**src/rtl/bps_pkg.sv**
```systemverilog
// Shared types, geometry constants and helpers for the branch predictor scorer.
`timescale 1ns / 1ps

package bps_pkg;

  // Store geometry: 2^ENTRIES_LOG2 tags split into 2^EFF_WAYS_LOG2 ways (WAYS_LOG2 capped at ENTRIES_LOG2)
  localparam int ENTRIES_LOG2  = 3;
  localparam int WAYS_LOG2     = 2;
  localparam int EFF_WAYS_LOG2 = (WAYS_LOG2 > ENTRIES_LOG2) ? ENTRIES_LOG2 : WAYS_LOG2;
  localparam int NUM_WAYS      = 1 << EFF_WAYS_LOG2;
  localparam int SET_BITS      = ENTRIES_LOG2 - EFF_WAYS_LOG2;
  localparam int NUM_SETS      = 1 << SET_BITS;
  localparam int SET_IDX_W     = (SET_BITS > 0) ? SET_BITS : 1;
  localparam int TAG_W         = 30 - SET_BITS;

  localparam logic [31:0] START_PC_RESET = 32'h3000_0000;
  localparam logic [6:0]  OP_BRANCH      = 7'b1100011;
  localparam logic [6:0]  OP_JAL         = 7'b1101111;

  localparam logic [1:0] KIND_NONE   = 2'd0;
  localparam logic [1:0] KIND_BRANCH = 2'd1;
  localparam logic [1:0] KIND_JAL    = 2'd2;

  typedef struct packed {
    logic [31:0] trace_pc;
    logic [31:0] trace_inst;
  } in_word_t;

  typedef struct packed {
    logic [1:0]  scored_kind;
    logic        predicted_taken;
    logic        lookup_hit;
    logic        scored_correct;
    logic [31:0] branch_total;
    logic [31:0] branch_right;
    logic [31:0] jal_total;
    logic [31:0] jal_right;
  } out_word_t;

  // Classified work handed from the front end to the back end
  typedef struct packed {
    logic [1:0]  kind;
    logic        lookup;
    logic        fall_through;
    logic [31:0] pc;
  } job_t;

  function automatic logic [31:0] sat_inc(input logic [31:0] c);
    sat_inc = (c == 32'hFFFF_FFFF) ? c : c + 32'd1;
  endfunction

endpackage

```
**src/rtl/bps_front.sv**
```systemverilog
// Front end: takes trace words, classifies the previous instruction, issues jobs.
`timescale 1ns / 1ps

module bps_front import bps_pkg::*; (
  input  logic     clk,
  input  logic     rst_n,
  input  logic     in_push,
  input  in_word_t in_data,
  input  logic     jq_full,
  input  logic     cfg_valid,
  output logic     cfg_ready,
  input  logic [31:0] cfg_data,
  output logic     jq_push,
  output job_t     jq_data
);

  logic [31:0] prev_pc_r, prev_pc_nxt;
  logic [31:0] prev_inst_r, prev_inst_nxt;
  logic        started_r, started_nxt;
  logic [6:0]  opcode;

  assign cfg_ready = 1'b1;
  assign jq_push   = in_push & ~jq_full;
  assign opcode    = prev_inst_r[6:0];

  always_comb begin
    jq_data.pc           = prev_pc_r;
    jq_data.fall_through = (in_data.trace_pc == prev_pc_r + 32'd4);
    case (opcode)
      OP_BRANCH: begin
        jq_data.kind   = KIND_BRANCH;
        // only backward branches go to the store
        jq_data.lookup = prev_inst_r[31];
      end
      OP_JAL: begin
        jq_data.kind   = KIND_JAL;
        jq_data.lookup = 1'b1;
      end
      default: begin
        jq_data.kind   = KIND_NONE;
        jq_data.lookup = 1'b0;
      end
    endcase
  end

  always_comb begin
    prev_pc_nxt   = prev_pc_r;
    prev_inst_nxt = prev_inst_r;
    started_nxt   = started_r;
    if (jq_push) begin
      prev_pc_nxt   = in_data.trace_pc;
      prev_inst_nxt = in_data.trace_inst;
      started_nxt   = 1'b1;
    end else if (cfg_valid && !started_r) begin
      // start pc only matters before the first word
      prev_pc_nxt = cfg_data;
    end
  end

  always_ff @(posedge clk) begin
    if (!rst_n) begin
      prev_pc_r   <= START_PC_RESET;
      prev_inst_r <= '0;
      started_r   <= 1'b0;
    end else begin
      prev_pc_r   <= prev_pc_nxt;
      prev_inst_r <= prev_inst_nxt;
      started_r   <= started_nxt;
    end
  end

endmodule

```
**src/rtl/bps_job_q.sv**
```systemverilog
// Two-entry job queue between the front end and the back end.
`timescale 1ns / 1ps

module bps_job_q import bps_pkg::*; (
  input  logic clk,
  input  logic rst_n,
  input  logic push,
  input  job_t push_data,
  input  logic pop,
  output job_t head,
  output logic full,
  output logic empty
);

  job_t       data_r [2];
  logic       wr_ptr_r, rd_ptr_r;
  logic [1:0] cnt_r, cnt_nxt;

  assign full  = (cnt_r == 2'd2);
  assign empty = (cnt_r == 2'd0);
  assign head  = data_r[rd_ptr_r];

  always_comb begin
    cnt_nxt = cnt_r;
    if (push && !pop)      cnt_nxt = cnt_r + 2'd1;
    else if (pop && !push) cnt_nxt = cnt_r - 2'd1;
  end

  always_ff @(posedge clk) begin
    if (push) begin
      data_r[wr_ptr_r] <= push_data;
    end
  end

  always_ff @(posedge clk) begin
    if (!rst_n) begin
      wr_ptr_r <= 1'b0;
      rd_ptr_r <= 1'b0;
      cnt_r    <= 2'd0;
    end else begin
      if (push) wr_ptr_r <= ~wr_ptr_r;
      if (pop)  rd_ptr_r <= ~rd_ptr_r;
      cnt_r <= cnt_nxt;
    end
  end

endmodule

```
**src/rtl/bps_back.sv**
```systemverilog
// Back end: tag store lookup and FIFO insert, counters, and the result queue.
`timescale 1ns / 1ps

module bps_back import bps_pkg::*; (
  input  logic      clk,
  input  logic      rst_n,
  input  logic      jq_empty,
  input  job_t      jq_data,
  output logic      jq_pop,
  input  logic      out_pop,
  output logic      out_empty,
  output out_word_t out_data
);

  logic [TAG_W-1:0] tags_r [NUM_SETS][NUM_WAYS];
  logic             vld_r  [NUM_SETS][NUM_WAYS];

  logic [31:0] br_tot_r, br_ok_r, jal_tot_r, jal_ok_r;
  logic [31:0] br_tot_nxt, br_ok_nxt, jal_tot_nxt, jal_ok_nxt;

  out_word_t  rq_r [2];
  logic       rq_wr_r, rq_rd_r;
  logic [1:0] rq_cnt_r, rq_cnt_nxt;

  logic                 fire, deliver;
  logic [SET_IDX_W-1:0] set_idx;
  logic [TAG_W-1:0]     tag;
  logic                 hit, insert;
  out_word_t            res;

  assign deliver = out_pop & ~out_empty;
  assign fire    = ~jq_empty & ((rq_cnt_r != 2'd2) | deliver);
  assign jq_pop  = fire;

  assign set_idx = (SET_BITS == 0) ? '0 : jq_data.pc[2 +: SET_IDX_W];
  assign tag     = jq_data.pc[31 -: TAG_W];

  always_comb begin
    hit = 1'b0;
    for (int w = 0; w < NUM_WAYS; w++) begin
      if (vld_r[set_idx][w] && tags_r[set_idx][w] == tag) hit = 1'b1;
    end
  end

  assign insert = fire & jq_data.lookup & ~hit;

  always_comb begin
    br_tot_nxt  = br_tot_r;
    br_ok_nxt   = br_ok_r;
    jal_tot_nxt = jal_tot_r;
    jal_ok_nxt  = jal_ok_r;

    res.scored_kind     = jq_data.kind;
    res.lookup_hit      = jq_data.lookup & hit;
    res.predicted_taken = 1'b0;
    res.scored_correct  = 1'b0;
    case (jq_data.kind)
      KIND_BRANCH: begin
        res.predicted_taken = jq_data.lookup & hit;
        // taken means the next pc is not the fall-through
        res.scored_correct  = res.predicted_taken ^ jq_data.fall_through;
        br_tot_nxt = sat_inc(br_tot_r);
        if (res.scored_correct) br_ok_nxt = sat_inc(br_ok_r);
      end
      KIND_JAL: begin
        res.predicted_taken = hit;
        res.scored_correct  = hit | jq_data.fall_through;
        jal_tot_nxt = sat_inc(jal_tot_r);
        if (res.scored_correct) jal_ok_nxt = sat_inc(jal_ok_r);
      end
      default: ;
    endcase

    res.branch_total = br_tot_nxt;
    res.branch_right = br_ok_nxt;
    res.jal_total    = jal_tot_nxt;
    res.jal_right    = jal_ok_nxt;
  end

  // on a miss, push the new tag in at way 0 and shift the set down
  always_ff @(posedge clk) begin
    if (insert) begin
      for (int w = NUM_WAYS - 1; w > 0; w--) begin
        tags_r[set_idx][w] <= tags_r[set_idx][w-1];
      end
      tags_r[set_idx][0] <= tag;
    end
  end

  always_ff @(posedge clk) begin
    if (!rst_n) begin
      for (int s = 0; s < NUM_SETS; s++) begin
        for (int w = 0; w < NUM_WAYS; w++) begin
          vld_r[s][w] <= 1'b0;
        end
      end
    end else if (insert) begin
      for (int w = NUM_WAYS - 1; w > 0; w--) begin
        vld_r[set_idx][w] <= vld_r[set_idx][w-1];
      end
      vld_r[set_idx][0] <= 1'b1;
    end
  end

  always_ff @(posedge clk) begin
    if (!rst_n) begin
      br_tot_r  <= '0;
      br_ok_r   <= '0;
      jal_tot_r <= '0;
      jal_ok_r  <= '0;
    end else if (fire) begin
      br_tot_r  <= br_tot_nxt;
      br_ok_r   <= br_ok_nxt;
      jal_tot_r <= jal_tot_nxt;
      jal_ok_r  <= jal_ok_nxt;
    end
  end

  // result queue: hold finished words while the consumer stalls
  assign out_empty = (rq_cnt_r == 2'd0);
  assign out_data  = rq_r[rq_rd_r];

  always_comb begin
    rq_cnt_nxt = rq_cnt_r;
    if (fire && !deliver)      rq_cnt_nxt = rq_cnt_r + 2'd1;
    else if (deliver && !fire) rq_cnt_nxt = rq_cnt_r - 2'd1;
  end

  always_ff @(posedge clk) begin
    if (fire) begin
      rq_r[rq_wr_r] <= res;
    end
  end

  always_ff @(posedge clk) begin
    if (!rst_n) begin
      rq_wr_r  <= 1'b0;
      rq_rd_r  <= 1'b0;
      rq_cnt_r <= 2'd0;
    end else begin
      if (fire)    rq_wr_r <= ~rq_wr_r;
      if (deliver) rq_rd_r <= ~rq_rd_r;
      rq_cnt_r <= rq_cnt_nxt;
    end
  end

endmodule

```
**src/rtl/btb_branch_predictor_scorer.sv**
```systemverilog
// Top level of the branch target buffer prediction scorer.
//
//  channel  ports                          direction  word
//  in       in_push, in_full, in_data      consumer   in_word_t (trace pc, instruction)
//  out      out_pop, out_empty, out_data   producer   out_word_t (score, counters)
//  cfg      cfg_valid, cfg_ready, cfg_data consumer   start pc, 32 bits
//
// One word a cycle sustained while the job and result queues have room; a word's result
// reaches the output ports, where it can be popped, once the job queue has registered
// the word and the back end's set lookup and insert has loaded the result queue.
// The front end and back end stall independently through the two-entry job queue;
// the two-entry result queue keeps input flowing while a result waits.
// Synchronous active-low reset clears valid bits, counters and queues; cfg_ready is
// always high.
`timescale 1ns / 1ps

module btb_branch_predictor_scorer import bps_pkg::*; (
  input  logic        clk,
  input  logic        rst_n,
  input  logic        in_push,
  input  in_word_t    in_data,
  output logic        in_full,
  output logic        out_empty,
  input  logic        out_pop,
  output out_word_t   out_data,
  input  logic        cfg_valid,
  output logic        cfg_ready,
  input  logic [31:0] cfg_data
);

  logic jq_push, jq_pop, jq_full, jq_empty;
  job_t jq_in, jq_head;

  assign in_full = jq_full;

  bps_front u_front (
    .clk       (clk),
    .rst_n     (rst_n),
    .in_push   (in_push),
    .in_data   (in_data),
    .jq_full   (jq_full),
    .cfg_valid (cfg_valid),
    .cfg_ready (cfg_ready),
    .cfg_data  (cfg_data),
    .jq_push   (jq_push),
    .jq_data   (jq_in)
  );

  bps_job_q u_job_q (
    .clk       (clk),
    .rst_n     (rst_n),
    .push      (jq_push),
    .push_data (jq_in),
    .pop       (jq_pop),
    .head      (jq_head),
    .full      (jq_full),
    .empty     (jq_empty)
  );

  bps_back u_back (
    .clk       (clk),
    .rst_n     (rst_n),
    .jq_empty  (jq_empty),
    .jq_data   (jq_head),
    .jq_pop    (jq_pop),
    .out_pop   (out_pop),
    .out_empty (out_empty),
    .out_data  (out_data)
  );

`ifndef SYNTHESIS
  a_jal_hit_correct : assert property (@(posedge clk) disable iff (!rst_n)
    (!out_empty && out_data.scored_kind == KIND_JAL && out_data.lookup_hit)
      |-> out_data.scored_correct)
    else $error("jal hit not scored correct");

  a_none_quiet : assert property (@(posedge clk) disable iff (!rst_n)
    (!out_empty && out_data.scored_kind == KIND_NONE)
      |-> !(out_data.predicted_taken || out_data.lookup_hit || out_data.scored_correct))
    else $error("unscored word carries a prediction");

  a_taken_needs_hit : assert property (@(posedge clk) disable iff (!rst_n)
    (!out_empty && out_data.predicted_taken) |-> out_data.lookup_hit)
    else $error("taken prediction without a store hit");

  a_idle_latency : assert property (@(posedge clk) disable iff (!rst_n)
    (in_push && !in_full && jq_empty && out_empty) |-> ##2 !out_empty)
    else $error("result missing two cycles after an idle accept");
`endif

endmodule
```
**config.mk**
```make
export PLATFORM = sky130hd
export DESIGN_NAME = btb_branch_predictor_scorer
export DESIGN_NICKNAME = d
export VERILOG_FILES = /design/src/rtl/bps_pkg.sv /design/src/rtl/bps_front.sv /design/src/rtl/bps_job_q.sv /design/src/rtl/bps_back.sv /design/src/rtl/btb_branch_predictor_scorer.sv
export SDC_FILE = /design/constraint.sdc
export NUM_CORES = 1
export LEC_CHECK = 0
export BUFFER_PORTS_ARGS = -buffer_cell sky130_fd_sc_hd__buf_2
export CORE_ASPECT_RATIO = 0.5
export CORE_UTILIZATION = 50
export DETAILED_ROUTE_END_ITERATION = 6
export PLACE_DENSITY = 0.68
export SLEW_MARGIN = 20
export SYNTH_ARGS = -nofsm -noshare
export SYNTH_HDL_FRONTEND = slang
export SYNTH_SLANG_ARGS = --single-unit
export TNS_END_PERCENT = 20
```
**constraint.sdc**
```tcl
create_clock -name clk -period 21.9 [get_ports clk]
set_clock_uncertainty 0.15 [all_clocks]
set_input_delay 1.095 -clock clk [delete_from_list [all_inputs] [get_ports clk]]
set_output_delay 1.095 -clock clk [all_outputs]
set_load 0.005 [all_outputs]
```
==> impl_metrics.prom <==
# TYPE chip_impl_metric gauge
chip_impl_info{name="hold_start",value="u_front.prev_inst_r[4]"} 1
chip_impl_metric{name="area_growth_syn_to_layout",unit="%"} 12.22
chip_impl_metric{name="detailedRoute.firstPassIterationCount",unit=""} 6
chip_impl_info{name="post_synthesis_cell_type_with_the_largest_combined_area",value="edfxtp_1"} 1
chip_impl_metric{name="remaining_drc_errors",unit=""} 0
chip_impl_metric{name="routed_wire_length_per_instance",unit="µm"} 19.61
chip_impl_metric{name="finish.net_count",unit=""} 2921
chip_impl_metric{name="routed_wirelength",unit="µm"} 73520
chip_impl_info{name="setup.worst_path.end_class",value="flop"} 1
chip_impl_metric{name="timing.final.max_slew_violations",unit=""} 0
chip_impl_metric{name="first_global_vias",unit=""} 20170
chip_impl_metric{name="cts_resized",unit=""} 0
chip_impl_metric{name="fin_crit_sh",unit="%"} 29.61
chip_impl_metric{name="finish_stage_setup_viols",unit=""} 0
chip_impl_info{name="crit_family",value="buffers and inverters"} 1
chip_impl_metric{name="cellLeakagePower",unit="nW"} 13.02
chip_impl_metric{name="finalHoldViolCount",unit=""} 0
chip_impl_metric{name="slew_headroom",unit="%"} 26.75
chip_impl_metric{name="syn_area",unit="µm²"} 33600
chip_impl_metric{name="number_of_buffers_created_by_cts",unit=""} 68
chip_impl_metric{name="count_of_hold_buffers_inserted_by_post_cts_repair",unit=""} 0
chip_impl_metric{name="die_width",unit="µm"} 368.6
chip_impl_metric{name="route.vias.total",unit=""} 20770
chip_impl_metric{name="synthesis.instances",unit=""} 2621
chip_impl_metric{name="worst-r2r-cell-count",unit=""} 12
chip_impl_info{name="ys_dominant_reg_cell",value="edfxtp_1"} 1
chip_impl_metric{name="ios",unit=""} 237
chip_impl_metric{name="final_estimated_routing_congestion_in_global_placement",unit=""} 0.9534
chip_impl_metric{name="timing.hold.worst_path_depth",unit=""} 2
chip_impl_metric{name="pwr_density_cell",unit="nW/µm²"} 120.8
chip_impl_metric{name="cp_data_required_time",unit="ns"} 21.95
chip_impl_metric{name="pre_cts_slack",unit="ns"} 15.52
chip_impl_metric{name="post_cts_buffers",unit=""} 0
chip_impl_metric{name="initial_utilization",unit="%"} 51.12
chip_impl_metric{name="globalRouteOverflowTotal",unit=""} 0
chip_impl_metric{name="clkSinkCount",unit=""} 753
chip_impl_metric{name="final_layout_size_suffix_gt1_share",unit="%"} 20.27
chip_impl_metric{name="worst-endpoint-arrival",unit="ns"} 6.54
chip_impl_metric{name="syn-num-nets",unit=""} 2731
chip_impl_metric{name="grt_max_degree",unit=""} 94
chip_impl_info{name="crit_path_frequent_cell",value="buf_4"} 1
chip_impl_metric{name="period_minus_slack",unit="ns"} 6.485
chip_impl_metric{name="netlist.area_leader.share",unit="%"} 51.21
chip_impl_metric{name="track_usage",unit="%"} 21.32
chip_impl_metric{name="number_of_enable_type_register_cells_in_the_synthesized_netlist",unit=""} 573
chip_impl_metric{name="multi_input_comb_area",unit="µm²"} 12100
chip_impl_metric{name="asyncSetResetFlopFracSynth",unit="%"} 0
chip_impl_metric{name="synth_seq_area_share",unit="%"} 61.93
chip_impl_metric{name="cp.buffers_inverters",unit=""} 4
chip_impl_metric{name="grt_antenna_before_repair",unit=""} 5
chip_impl_metric{name="num_rows",unit=""} 66
chip_impl_metric{name="grt_pass1_wl",unit="µm"} 113100
chip_impl_info{name="status",value="completed"} 1
chip_impl_metric{name="chip_height",unit="µm"} 185.3
chip_impl_metric{name="htree_num_levels",unit=""} 3
chip_impl_info{name="worst_hold_path_type",value="reg -> reg"} 1
chip_impl_metric{name="portBuffers",unit=""} 211
chip_impl_metric{name="number_of_flip_flops_and_latches_in_the_synthesized_netlist",unit=""} 753
chip_impl_metric{name="fmax",unit="MHz"} 154.2
chip_impl_metric{name="drv.max_cap_violation_count",unit=""} 0
chip_impl_info{name="reg_to_reg_critical_path_endpoint",value="u_back.tags_r[0][32]"} 1
chip_impl_metric{name="clock_latency",unit="ns"} 0.60
chip_impl_metric{name="post-route-worst-setup-slack",unit="ns"} 15.42
chip_impl_metric{name="clock_path_buffers",unit=""} 3
chip_impl_info{name="timing.critical_path.cells",value="buf_4 > mux2_4 > buf_4 > mux2_2 > xnor2_1 > nand4_1 > nor4_1 > a22oi_1 > nand3_1 > nor4_2 > buf_4 > buf_4"} 1
chip_impl_info{name="cts_tree",value="built"} 1
chip_impl_info{name="clock-root-buffer",value="clkbuf_16"} 1
chip_impl_info{name="timing.critical_path.from_type",value="flop"} 1
chip_impl_metric{name="worstMarginPinSlew",unit="ns"} 1.099
chip_impl_metric{name="core_area",unit="µm²"} 65730
chip_impl_metric{name="vias_per_cell",unit=""} 5.540
chip_impl_metric{name="holdWs",unit="ns"} 0.3124
chip_impl_metric{name="drt_first_iter_violations",unit=""} 1551
chip_impl_info{name="hold_path_endpoint",value="u_front.prev_inst_r[4]"} 1
chip_impl_metric{name="fp.dieArea",unit="µm²"} 68310
chip_impl_metric{name="finalNonFillerCells",unit=""} 3749
chip_impl_metric{name="fillerInstances",unit=""} 5447
chip_impl_metric{name="post-dp-hpwl",unit="µm"} 49270
chip_impl_info{name="timing_worst_setup_path_type",value="reg -> reg"} 1
chip_impl_metric{name="worst-r2r-setup-slack",unit="ns"} 15.42
chip_impl_metric{name="post_synth_num_cell_types",unit=""} 62
chip_impl_metric{name="cp_peak_stage_delay",unit="ns"} 0.76
chip_impl_metric{name="number_of_instances_in_the_placed_design",unit=""} 3625
chip_impl_metric{name="drt.antenna.violating_nets",unit=""} 0
chip_impl_info{name="timing.critical_path.slowest_stage_cell",value="buf_4"} 1
chip_impl_info{name="rsz_0062_raised_after_global_routing",value="false"} 1
chip_impl_metric{name="crit_path_max_fanout",unit=""} 61
chip_impl_metric{name="ys_warn_count",unit=""} 0
chip_impl_metric{name="highest_ir_drop_seen_on_vdd",unit="µV"} 89.58
chip_impl_metric{name="clk_pin_slew_worst_paths",unit="ns"} 0.07
chip_impl_info{name="synth_area_leaders",value="edfxtp_1 (51%), dfxtp_1 (11%), mux2_2 (7.4%), xnor2_1 (6.4%), mux2i_1 (3.2%)"} 1
chip_impl_metric{name="sequential_cell_area",unit="µm²"} 20820
chip_impl_metric{name="timing.setup.tns",unit="ns"} 0
chip_impl_metric{name="syn-mean-instance-area",unit="µm²"} 12.82
[layout make-up]
class                           count  share of cell area, %
Sequential cell                   753                  55.20
Tap cell                          884                  2.933
Antenna cell                        3                0.01991
Timing Repair Buffer              237                  3.318
Clock inverter                     21                 0.5641
Inverter                           69                 0.7001
Multi-Input combinational cell   1682                  32.08
Clock buffer                      100                  5.186
[routing by layer]
layer,track usage (%),part of all wire (%),wire length (µm),up-vias
met5,0,0,0,-
met3,3.221,4.1,2992,141
met1,28.58,45,32850,10210
li1,-,-,-,9992
met2,35.56,48,35400,426
met4,7.336,3.1,2278,0
[kinds of logic after synthesis]
group           synth area share (%)
mux                            10.61
fa+ha+maj                     0.3351
buf+inv                        2.312
xor+xnor                       9.045
simple gates                   11.83
other cells                  0.01116
flops                          61.93
compound gates                 3.932
[per-stage QoR]
| step | util (%) | power (mW) | instance area [µm²] |
|---|---|---|---|
| 2_1_floorplan | - | 2.971 | 33600 |
| 3_3_place_gp | 54.05 | 3.392 | 35530 |
| 3_5_place_dp | 54.05 | 3.416 | 35530 |
| 4_1_cts | 57.35 | 4.605 | 37700 |
| 5_1_grt | 57.36 | 4.770 | 37710 |
| 6_report | 57.36 | 4.557 | 37710 |
[layout by cell type, fill, tap and decap left out, types with 22 or more instances in the layout]
master     instances
edfxtp_1         573
xnor2_1          245
mux2_2           221
buf_2            211
nor2_1           183
dfxtp_1          178
nand2_1          169
nand3_1          109
mux2i_1          105
xor2_1           101
nand4_1           96
clkbuf_16         71
inv_1             67
a21oi_1           64
and3_1            45
o21ai_0           42
nor3_1            33
a211oi_1          33
or3_1             28
buf_4             26
nor4_1            23
clkbuf_1          22
[flip-flops by register name (all words and copies together), names as in the netlist, named ones only]
name,count
u_job_q.rd_ptr_r,1
u_back.br_ok_r,32
u_back.br_tot_r,32
u_back.rq_cnt_r,2
u_back.rq_rd_r,1
u_job_q.wr_ptr_r,1
u_front.prev_inst_r,8
u_back.jal_ok_r,32
u_back.vld_r,8
u_back.jal_tot_r,32
u_front.started_r,1
u_back.rq_r,266
u_job_q.data_r,68
u_front.prev_pc_r,32
u_job_q.cnt_r,2
u_back.rq_wr_r,1
u_back.tags_r,232
[tightest hold or removal path: cells and delay by family (launching register included)]
family	cells	cell delay, ns
flip-flops	1	0.31
AO/OA/AOI/OAI	1	0.05
AND/OR/NAND/NOR	1	0.05
[cells in the mapped netlist, types with 8 or more instances]
cell / n
or4_1: 9
nor2b_1: 9
xor2_1: 101
a211oi_1: 33
nor2_1: 186
nand2_1: 170
mux2i_1: 106
xnor2_1: 246
or3_1: 28
nor4_1: 25
nand4_1: 96
a31oi_1: 9
edfxtp_1: 573
and4_1: 20
nand3b_1: 8
inv_1: 67
clkbuf_1: 83
mux2_2: 221
buf_2: 18
ha_1: 9
nand3_1: 109
and3_1: 45
dfxtp_1: 180
nor3_1: 33
o21ai_0: 42
and2_1: 21
a21oi_1: 64
nand2b_1: 17
[power by group]
group | leakage (nW) | internal [mW] | switching, mW
combinational | 5.13 | 0.496 | 0.869
sequential | 6.84 | 1.91 | 0.0938
clock | 1.06 | 0.669 | 0.517
[worst max-delay path by stage]
stage / startpoint / slack (ns) / to / cells after the start
2_1_floorplan: flop / 7.49 / u_back.vld_r[1][0] / 13
3_3_place_gp: flop / 15.55 / u_back.tags_r[1][2] / 12
3_5_place_dp: flop / 15.52 / u_back.tags_r[0][3] / 12
4_1_cts: flop / 15.48 / u_back.tags_r[0][32] / 12
5_1_grt: flop / 15.19 / u_back.tags_r[0][27] / 12
6_report: flop / 15.42 / u_back.tags_r[0][32] / 12
(Power assumes the default switching activity.)
